===== config.mk =====
export PLATFORM = sky130hd
export DESIGN_NAME = checksummed_command_frame_parser
export DESIGN_NICKNAME = d
export VERILOG_FILES = /design/src/rtl/cfp_pkg.sv /design/src/rtl/checksummed_command_frame_parser.sv /design/src/rtl/cfp_in_stage.sv /design/src/rtl/cfp_parse.sv
export SDC_FILE = /design/constraint.sdc
export NUM_CORES = 1
export LEC_CHECK = 0
export BUFFER_PORTS_ARGS = -buffer_cell sky130_fd_sc_hd__buf_2
export CAP_MARGIN = 20
export CELL_PAD_IN_SITES_DETAIL_PLACEMENT = 0
export CELL_PAD_IN_SITES_GLOBAL_PLACEMENT = 1
export CORE_MARGIN = 2
export CORE_UTILIZATION = 54
export CTS_CLUSTER_DIAMETER = 100
export DETAILED_ROUTE_END_ITERATION = 12
export GPL_TIMING_DRIVEN = 1
export PLACE_DENSITY_LB_ADDON = 0.1
export SLEW_MARGIN = 20
export SYNTH_ARGS = -nofsm -noshare
export SYNTH_HDL_FRONTEND = slang
export SYNTH_SLANG_ARGS = --single-unit

===== constraint.sdc =====
create_clock -name clk -period 5.41 [get_ports clk]
set_input_delay 1.082 -clock clk [delete_from_list [all_inputs] [get_ports clk]]
set_output_delay 1.082 -clock clk [all_outputs]
set_load 0.02 [all_outputs]

===== src/rtl/cfp_pkg.sv =====
// ----------------------------------------------------------------------------
// cfp_pkg
// Shared types and constants of the command frame parser: header codes,
// range limits, reset values, parse phases and the per-byte result.
// ----------------------------------------------------------------------------
package cfp_pkg;

    // frame header codes
    localparam logic [7:0] HDR_COUNT  = 8'hC3;
    localparam logic [7:0] HDR_STREAM = 8'hC4;
    localparam logic [7:0] HDR_TUNE   = 8'hC5;
    localparam logic [7:0] HDR_REF    = 8'hC6;
    localparam logic [7:0] HDR_CRESET = 8'hC7;
    localparam logic [7:0] CHK_INVERT = 8'hFF;

    // range limits of the payload values
    localparam logic [7:0]  COUNT_MIN    = 8'd1;
    localparam logic [7:0]  COUNT_MAX    = 8'd4;
    localparam logic [7:0]  FLAG_MAX     = 8'd1;
    localparam logic [7:0]  CRESET_REQ   = 8'd1;
    localparam logic [15:0] BATCH_MIN    = 16'd16;
    localparam logic [15:0] BATCH_MAX    = 16'd1024;
    localparam logic [15:0] LEVEL_MIN    = 16'd1;
    localparam logic [7:0]  FLUSH_MS_MIN = 8'd1;
    localparam logic [7:0]  FLUSH_MS_MAX = 8'd20;

    // settings after reset
    localparam logic [2:0]  COUNT_RESET    = 3'd1;
    localparam logic        STREAM_RESET   = 1'b1;
    localparam logic [10:0] BATCH_RESET    = 11'd240;
    localparam logic [10:0] LEVEL_RESET    = 11'd48;
    localparam logic [4:0]  FLUSH_MS_RESET = 5'd1;

    localparam int unsigned TUNE_BYTES = 5;

    // parse phase, one-hot
    typedef enum logic [14:0] {
        PH_IDLE     = 15'b000_0000_0000_0001,
        PH_CNT_PAY  = 15'b000_0000_0000_0010,
        PH_CNT_CHK  = 15'b000_0000_0000_0100,
        PH_STR_PAY  = 15'b000_0000_0000_1000,
        PH_STR_CHK  = 15'b000_0000_0001_0000,
        PH_REF_PAY  = 15'b000_0000_0010_0000,
        PH_REF_CHK  = 15'b000_0000_0100_0000,
        PH_CRS_PAY  = 15'b000_0000_1000_0000,
        PH_CRS_CHK  = 15'b000_0001_0000_0000,
        PH_TUNE_P0  = 15'b000_0010_0000_0000,
        PH_TUNE_P1  = 15'b000_0100_0000_0000,
        PH_TUNE_P2  = 15'b000_1000_0000_0000,
        PH_TUNE_P3  = 15'b001_0000_0000_0000,
        PH_TUNE_P4  = 15'b010_0000_0000_0000,
        PH_TUNE_CHK = 15'b100_0000_0000_0000
    } phase_t;

    // per-byte frame outcome
    typedef enum logic [1:0] {
        FS_NONE    = 2'd0,
        FS_APPLIED = 2'd1,
        FS_DROPPED = 2'd2
    } frame_status_t;

    // one received item
    typedef struct packed {
        logic [7:0] rx_byte;
        logic       packet_last;
    } in_item_t;

    // result of one byte: settings after it plus event pulses
    typedef struct packed {
        logic [2:0]    encoder_count;
        logic          stream_on;
        logic [10:0]   batch_size;
        logic [10:0]   flush_level;
        logic [4:0]    flush_ms;
        logic          reference_write;
        logic          reference_value;
        logic          counter_reset_pulse;
        frame_status_t frame_status;
    } parse_res_t;

endpackage


===== src/rtl/checksummed_command_frame_parser.sv =====
// ----------------------------------------------------------------------------
// checksummed_command_frame_parser
// Parses checksummed command frames from a byte stream, holds the settings
// they carry and pulses the reference-write and counter-reset events.
//
//   channel   direction   handshake            payload
//   in        to block    in_valid/in_ready    rx_byte, packet_last
//   out       from block  out_valid/out_ready  settings, pulses, frame_status,
//                                              packet_last_out
//
// One result per byte, one byte per cycle sustained while out_ready holds; each
// result passes the input register, then the result register.
// The frame state machine handles each byte in the step that takes it.
// Reset puts the parser in idle with the default settings; no result pending.
// A stall on out holds the result register and fills the input register,
// after which in_ready drops until out_ready returns.
// ----------------------------------------------------------------------------
module checksummed_command_frame_parser
    import cfp_pkg::*;
(
    input  logic        clk,
    input  logic        rst_n,
    input  logic        in_valid,
    output logic        in_ready,
    input  logic [7:0]  rx_byte,
    input  logic        packet_last,
    output logic        out_valid,
    input  logic        out_ready,
    output logic [2:0]  encoder_count,
    output logic        stream_on,
    output logic [10:0] batch_size,
    output logic [10:0] flush_level,
    output logic [4:0]  flush_ms,
    output logic        reference_write,
    output logic        reference_value,
    output logic        counter_reset_pulse,
    output logic [1:0]  frame_status,
    output logic        packet_last_out
);

    in_item_t   in_item;
    in_item_t   item;
    logic       item_valid;
    logic       step;
    parse_res_t res;

    logic       out_valid_reg;
    logic       out_valid_next;
    parse_res_t res_reg;
    logic       last_reg;

    assign in_item.rx_byte     = rx_byte;
    assign in_item.packet_last = packet_last;

    // a byte moves on when the result register is free or being emptied
    assign step = item_valid && (!out_valid_reg || out_ready);

    // input register
    cfp_in_stage u_in_stage (
        .clk        (clk),
        .rst_n      (rst_n),
        .in_valid   (in_valid),
        .in_ready   (in_ready),
        .in_item    (in_item),
        .item_valid (item_valid),
        .item       (item),
        .take       (step)
    );

    // frame state machine and settings
    cfp_parse u_parse (
        .clk     (clk),
        .rst_n   (rst_n),
        .step    (step),
        .rx_byte (item.rx_byte),
        .res     (res)
    );

    // result valid flag
    assign out_valid_next = step ? 1'b1 : (out_ready ? 1'b0 : out_valid_reg);

    always_ff @(posedge clk or negedge rst_n)
    begin
        if (!rst_n)
        begin
            out_valid_reg <= 1'b0;
        end
        else
        begin
            out_valid_reg <= out_valid_next;
        end
    end

    // result payload
    always_ff @(posedge clk)
    begin
        if (step)
        begin
            res_reg  <= res;
            last_reg <= item.packet_last;
        end
    end

    assign out_valid           = out_valid_reg;
    assign encoder_count       = res_reg.encoder_count;
    assign stream_on           = res_reg.stream_on;
    assign batch_size          = res_reg.batch_size;
    assign flush_level         = res_reg.flush_level;
    assign flush_ms            = res_reg.flush_ms;
    assign reference_write     = res_reg.reference_write;
    assign reference_value     = res_reg.reference_value;
    assign counter_reset_pulse = res_reg.counter_reset_pulse;
    assign frame_status        = res_reg.frame_status;
    assign packet_last_out     = last_reg;

    // event pulses only come with an applied frame
    a_pulse_applied: assert property (@(posedge clk) disable iff (!rst_n)
        out_valid && (reference_write || counter_reset_pulse)
        |-> frame_status == FS_APPLIED)
        else $error("event pulse without applied frame");

    // one frame gives at most one event
    a_pulse_excl: assert property (@(posedge clk) disable iff (!rst_n)
        out_valid |-> !(reference_write && counter_reset_pulse))
        else $error("two events on one item");

    // reference value is zero without its pulse
    a_ref_value: assert property (@(posedge clk) disable iff (!rst_n)
        out_valid && reference_value |-> reference_write)
        else $error("reference value without pulse");

endmodule


===== src/rtl/cfp_in_stage.sv =====
// ----------------------------------------------------------------------------
// cfp_in_stage
// Input register: holds one received item until the parse step takes it,
// and takes a new item in the same cycle the held one moves on.
// ----------------------------------------------------------------------------
module cfp_in_stage
    import cfp_pkg::*;
(
    input  logic     clk,
    input  logic     rst_n,
    input  logic     in_valid,
    output logic     in_ready,
    input  in_item_t in_item,
    output logic     item_valid,
    output in_item_t item,
    input  logic     take
);

    logic     valid_reg;
    logic     valid_next;
    in_item_t item_reg;

    // free when empty or when the held item leaves this cycle
    assign in_ready   = !valid_reg || take;
    assign valid_next = (in_valid && in_ready) ? 1'b1 : (take ? 1'b0 : valid_reg);

    // valid flag
    always_ff @(posedge clk or negedge rst_n)
    begin
        if (!rst_n)
        begin
            valid_reg <= 1'b0;
        end
        else
        begin
            valid_reg <= valid_next;
        end
    end

    // item payload
    always_ff @(posedge clk)
    begin
        if (in_valid && in_ready)
        begin
            item_reg <= in_item;
        end
    end

    assign item_valid = valid_reg;
    assign item       = item_reg;

endmodule


===== src/rtl/cfp_parse.sv =====
// ----------------------------------------------------------------------------
// cfp_parse
// Frame state machine and settings registers. One byte per step: decodes
// headers, checks payload ranges and checksums, applies settings and
// produces the result of the byte.
// ----------------------------------------------------------------------------
module cfp_parse
    import cfp_pkg::*;
(
    input  logic       clk,
    input  logic       rst_n,
    input  logic       step,
    input  logic [7:0] rx_byte,
    output parse_res_t res
);

    phase_t      phase_reg;
    phase_t      phase_next;
    logic [2:0]  pending_reg;
    logic [2:0]  pending_next;
    logic [7:0]  store_reg [TUNE_BYTES];
    logic [TUNE_BYTES-1:0] store_we;

    logic [2:0]  encoder_count_reg;
    logic [2:0]  encoder_count_next;
    logic        stream_on_reg;
    logic        stream_on_next;
    logic [10:0] batch_size_reg;
    logic [10:0] batch_size_next;
    logic [10:0] flush_level_reg;
    logic [10:0] flush_level_next;
    logic [4:0]  flush_ms_reg;
    logic [4:0]  flush_ms_next;

    logic          ref_wr;
    logic          ref_val;
    logic          crs;
    frame_status_t status;

    logic [7:0]  pend_byte;
    logic [7:0]  tune_sum;
    logic [15:0] tune_bs;
    logic [15:0] tune_th;
    logic [7:0]  tune_ms;
    logic        tune_ok;

    // single-byte frame checksum operand
    assign pend_byte = {5'd0, pending_reg};

    // tune frame fields and checks
    assign tune_sum = HDR_TUNE ^ store_reg[0] ^ store_reg[1] ^ store_reg[2]
                      ^ store_reg[3] ^ store_reg[4] ^ CHK_INVERT;
    assign tune_bs  = {store_reg[1], store_reg[0]};
    assign tune_th  = {store_reg[3], store_reg[2]};
    assign tune_ms  = store_reg[4];
    assign tune_ok  = (tune_bs >= BATCH_MIN) && (tune_bs <= BATCH_MAX)
                      && (tune_th >= LEVEL_MIN) && (tune_th <= tune_bs)
                      && (tune_ms >= FLUSH_MS_MIN) && (tune_ms <= FLUSH_MS_MAX);

    // next phase, settings and outcome of the current byte
    always_comb
    begin
        phase_next         = PH_IDLE;
        pending_next       = pending_reg;
        store_we           = '0;
        encoder_count_next = encoder_count_reg;
        stream_on_next     = stream_on_reg;
        batch_size_next    = batch_size_reg;
        flush_level_next   = flush_level_reg;
        flush_ms_next      = flush_ms_reg;
        ref_wr             = 1'b0;
        ref_val            = 1'b0;
        crs                = 1'b0;
        status             = FS_NONE;
        unique case (phase_reg)
            PH_TUNE_P0:
            begin
                store_we[0] = 1'b1;
                phase_next  = PH_TUNE_P1;
            end
            PH_TUNE_P1:
            begin
                store_we[1] = 1'b1;
                phase_next  = PH_TUNE_P2;
            end
            PH_TUNE_P2:
            begin
                store_we[2] = 1'b1;
                phase_next  = PH_TUNE_P3;
            end
            PH_TUNE_P3:
            begin
                store_we[3] = 1'b1;
                phase_next  = PH_TUNE_P4;
            end
            PH_TUNE_P4:
            begin
                store_we[4] = 1'b1;
                phase_next  = PH_TUNE_CHK;
            end
            PH_TUNE_CHK:
            begin
                status = FS_DROPPED;
                if ((rx_byte == tune_sum) && tune_ok)
                begin
                    batch_size_next  = tune_bs[10:0];
                    flush_level_next = tune_th[10:0];
                    flush_ms_next    = tune_ms[4:0];
                    status           = FS_APPLIED;
                end
            end
            PH_CNT_PAY:
            begin
                if ((rx_byte >= COUNT_MIN) && (rx_byte <= COUNT_MAX))
                begin
                    pending_next = rx_byte[2:0];
                    phase_next   = PH_CNT_CHK;
                end
                else
                begin
                    status = FS_DROPPED;
                end
            end
            PH_STR_PAY:
            begin
                if (rx_byte <= FLAG_MAX)
                begin
                    pending_next = rx_byte[2:0];
                    phase_next   = PH_STR_CHK;
                end
                else
                begin
                    status = FS_DROPPED;
                end
            end
            PH_REF_PAY:
            begin
                if (rx_byte <= FLAG_MAX)
                begin
                    pending_next = rx_byte[2:0];
                    phase_next   = PH_REF_CHK;
                end
                else
                begin
                    status = FS_DROPPED;
                end
            end
            PH_CRS_PAY:
            begin
                if (rx_byte == CRESET_REQ)
                begin
                    pending_next = rx_byte[2:0];
                    phase_next   = PH_CRS_CHK;
                end
                else
                begin
                    status = FS_DROPPED;
                end
            end
            PH_CNT_CHK:
            begin
                status = FS_DROPPED;
                if (rx_byte == (HDR_COUNT ^ pend_byte ^ CHK_INVERT))
                begin
                    encoder_count_next = pending_reg;
                    status             = FS_APPLIED;
                end
            end
            PH_STR_CHK:
            begin
                status = FS_DROPPED;
                if (rx_byte == (HDR_STREAM ^ pend_byte ^ CHK_INVERT))
                begin
                    stream_on_next = pending_reg[0];
                    status         = FS_APPLIED;
                end
            end
            PH_REF_CHK:
            begin
                status = FS_DROPPED;
                if (rx_byte == (HDR_REF ^ pend_byte ^ CHK_INVERT))
                begin
                    ref_wr  = 1'b1;
                    ref_val = pending_reg[0];
                    status  = FS_APPLIED;
                end
            end
            PH_CRS_CHK:
            begin
                status = FS_DROPPED;
                if (rx_byte == (HDR_CRESET ^ pend_byte ^ CHK_INVERT))
                begin
                    crs    = 1'b1;
                    status = FS_APPLIED;
                end
            end
            default:
            begin
                // idle: look for a header, skip anything else
                case (rx_byte)
                    HDR_COUNT:  phase_next = PH_CNT_PAY;
                    HDR_STREAM: phase_next = PH_STR_PAY;
                    HDR_TUNE:   phase_next = PH_TUNE_P0;
                    HDR_REF:    phase_next = PH_REF_PAY;
                    HDR_CRESET: phase_next = PH_CRS_PAY;
                    default:    phase_next = PH_IDLE;
                endcase
            end
        endcase
    end

    // control state and settings
    always_ff @(posedge clk or negedge rst_n)
    begin
        if (!rst_n)
        begin
            phase_reg         <= PH_IDLE;
            pending_reg       <= 3'd0;
            encoder_count_reg <= COUNT_RESET;
            stream_on_reg     <= STREAM_RESET;
            batch_size_reg    <= BATCH_RESET;
            flush_level_reg   <= LEVEL_RESET;
            flush_ms_reg      <= FLUSH_MS_RESET;
        end
        else if (step)
        begin
            phase_reg         <= phase_next;
            pending_reg       <= pending_next;
            encoder_count_reg <= encoder_count_next;
            stream_on_reg     <= stream_on_next;
            batch_size_reg    <= batch_size_next;
            flush_level_reg   <= flush_level_next;
            flush_ms_reg      <= flush_ms_next;
        end
    end

    // tune payload bytes, one fixed slot per phase
    always_ff @(posedge clk)
    begin
        for (int i = 0; i < TUNE_BYTES; i++)
        begin
            if (step && store_we[i])
            begin
                store_reg[i] <= rx_byte;
            end
        end
    end

    // result of this byte
    always_comb
    begin
        res.encoder_count       = encoder_count_next;
        res.stream_on           = stream_on_next;
        res.batch_size          = batch_size_next;
        res.flush_level         = flush_level_next;
        res.flush_ms            = flush_ms_next;
        res.reference_write     = ref_wr;
        res.reference_value     = ref_val;
        res.counter_reset_pulse = crs;
        res.frame_status        = status;
    end

    // threshold never exceeds batch size
    a_level_le_batch: assert property (@(posedge clk) disable iff (!rst_n)
        flush_level_reg <= batch_size_reg)
        else $error("flush level above batch size");

    // batch size stays in range
    a_batch_range: assert property (@(posedge clk) disable iff (!rst_n)
        (batch_size_reg >= BATCH_MIN[10:0]) && (batch_size_reg <= BATCH_MAX[10:0]))
        else $error("batch size out of range");

    // checksum byte always ends the frame
    a_chk_ends_frame: assert property (@(posedge clk) disable iff (!rst_n)
        step && (phase_reg == PH_TUNE_CHK || phase_reg == PH_CNT_CHK
                 || phase_reg == PH_STR_CHK || phase_reg == PH_REF_CHK
                 || phase_reg == PH_CRS_CHK)
        |=> phase_reg == PH_IDLE)
        else $error("frame not closed after checksum byte");

endmodule

==> qor.txt <==
Placed insts: 699
Layout cells sized above 1: 31.48%
Metal-1 WL: 6.008 mm
DR iter-0 viols: 257
Hold path depth: 0
Clock share of power: 46.7%
Max-cap violations: 0
Hpwl dp: 9.717 mm
Nature of the critical path startpoint: flop
Die width: 116.4 um
Synth warn: 0
# diodes: 0
Synthesized Nets: 520
Layout Utilization: 62.70%
Largest net degree at the start of global routing: 52
Final period utilization: 66.05%
Synth area leaders: edfxtp_1 (38%), dfrtp_1 (15%), mux2_4 (8.8%)
Worst endpoint required time: 5.72 ns
Power per cell area: 311.1 nW/um^2
Clk sinks: 137
Max VDD drop: 174.6 uV
Die area: 13550 sq um
Max reg flops: 40
Post-Syn Area: 6824 sq um
Syn_area_per_cell: 13.90 sq um
Final wirelength: 14.03 mm
Routed wire length per instance: 19.19 um
Int Pwr: 1.889 mW
Gr usage total: 22.83%
Worst reg2reg path depth: 7
Seq pwr share: 48.1%
Pre-antenna DRT Iters: 4
Yosys top cell area share: 37.84%
Clk buf depth: 2
Global route overflow: 0
Hold Buf Count CTS: 0
Drt via density: 5.694
First-pass GRT wire length: 22.53 mm
Static leakage: 3.399 nW
RSZ-0062 raised after global routing: no
Final Max Tran Viols: 0
Commonest cells after routing, fill and taps aside: edfxtp_1 (86), buf_2 (51), dfrtp_1 (41)
Post-synthesis sequential area ratio: 56.73%
Initial Util: 54.74%
CTS root buffer: clkbuf_16
Commonest non-fill, non-tap cell in the layout: edfxtp_1
Hold Crit Class: flop to flop
Arrival @ worst endpoint: 3.88 ns
Uppermost layer routed: met4
Ys async rst share: 37.23%
Switching Power: 0.5432 mW
Remaining DRCs: 0
Endpoint class of the critical path: flop
Post_cts resized: 0
Worst-margin pin slew: 0.8030 ns
Largest area contributor in the netlist: edfxtp_1
Final ANT Viol Nets: 0
Pre-CTS WS: 1.730 ns
Synth Register Bits: 137
CTS tree: done
Ports: 52
Met3 wire length: 618 um
Post-Syn Instances: 491
Setup-failing EPs final: 0
Final Worst Setup Slack: 1.837 ns
Setup Crit Path Kind: flop to flop
Area Growth Syn to Fin: 14.54%
EDFF count, synth: 86
Unique masters post-synth: 65
Worst-path maximum fanout: 15
Status: finished clean
GP Congestion: 0.9044
Final nets: 575
Vias: 4162
Die Ht: 116.4 um
Vias in the first global route: 4161
Slew headroom: 45.97%
Final Non-Filler Cells: 731
Std cell rows: 41
Wire length on met2: 7.012 mm
Gate power share: 5.2%
Post-CTS setup buffer count: 0
Final Hold Violating Endpoints: 0
Initial antenna violation count: 0
Htree depth: 4
Clock Latency Late Sink: 0.43 ns
Setup_tns: 0 ns
CTS buffer count: 17
Core area: 12470 sq um
Power Total: 2.432 mW
Clk pin slew, worst setup/hold paths: 0.06 ns
Final worst path period need: 3.573 ns
Synth Flop Type: edfxtp_1
I/O Buffers: 51
Switching portion of total power: 22.34%
Clk_skew: 0.009808 ns
Fmax: 279.9 MHz
-- final cells by class --
class / count / area (sq um)
well taps: 172 / 215.2
multi-input cells: 317 / 2800
clock buffers: 21 / 460.4
repair buffers: 54 / 277.8
flip-flops and latches: 137 / 3871
fillers: 965 / 4649
clock inverters: 11 / 120.1
inverters: 19 / 71.32
-- path summary, 6_finish.rpt --
path | endpoint | from | slack, ns
max in group asynchronous | u_parse.flush_ms_reg[4] | rst_n | 4.16
min in group asynchronous | u_parse.flush_level_reg[6] | rst_n | 0.79
worst min-delay path | packet_last_out | u_in_stage.item[0] | 0.42
worst max register to register | u_parse.flush_ms_reg[3] | u_parse.phase_reg[9] | 1.84
worst min register to register | packet_last_out | u_in_stage.item[0] | 0.42
worst max-delay path | u_parse.flush_ms_reg[3] | u_parse.phase_reg[9] | 1.84
-- cell usage after synthesis (5+ instances only) --
cell type,count
clkbuf_1,11
a21o_1,6
nand4_1,13
a21oi_1,11
mux2_4,40
edfxtp_1,86
xor2_1,11
xnor3_1,8
o21ai_0,14
dfstp_2,10
xnor2_1,22
nor4_1,13
nand2_1,23
nand3_1,8
mux2_2,24
inv_1,19
nand2b_1,5
nor2_1,21
dfrtp_1,41
or4_1,6
nor2b_1,9
ha_1,16
-- routing by layer --
| layer | up-vias | global-route usage (%) |
|---|---|---|
| met5 | - | 0 |
| met4 | 0 | 10.87 |
| met3 | 27 | 5.034 |
| met2 | 131 | 37.05 |
| met1 | 2043 | 29.33 |
| li1 | 1961 | - |
-- power groups by stage --
stage               clock (mW)  combinational, mW  sequential (mW)
floorplan                    0             0.0603             1.20
global placement             0              0.126             1.19
detailed placement           0              0.128             1.19
CTS                       1.15              0.128             1.17
global route              1.20              0.138             1.17
finish                    1.14              0.126             1.17
-- critical path, stage by stage (launching register included) --
cell and delay, ns:
dfrtp_1 0.44, or4_1 0.70, nor4_1 0.52, nand2_1 0.15, nor4_1 0.32, nand4_2 0.54, buf_4 0.44, mux2_4 0.32
-- cell families (layout without fill, tap and decap cells) --
logic type,count (synthesis),in the layout,share of synthesized area (%)
buf+inv,37,105,2.530
flops,137,137,56.73
simple gates,139,139,12.49
fa+ha+maj,16,16,2.934
compound gates,55,55,5.372
mux,66,66,13.07
xor+xnor,41,41,6.876
-- stage by stage --
step	area [sq um]	hold slack, ns
floorplan	6824	0.4003
global placement	7216	0.4027
detailed placement	7231	0.4070
CTS	7811	0.4225
global route	7816	0.4335
finish	7816	0.4182
Power figures use the tool's default switching activity.
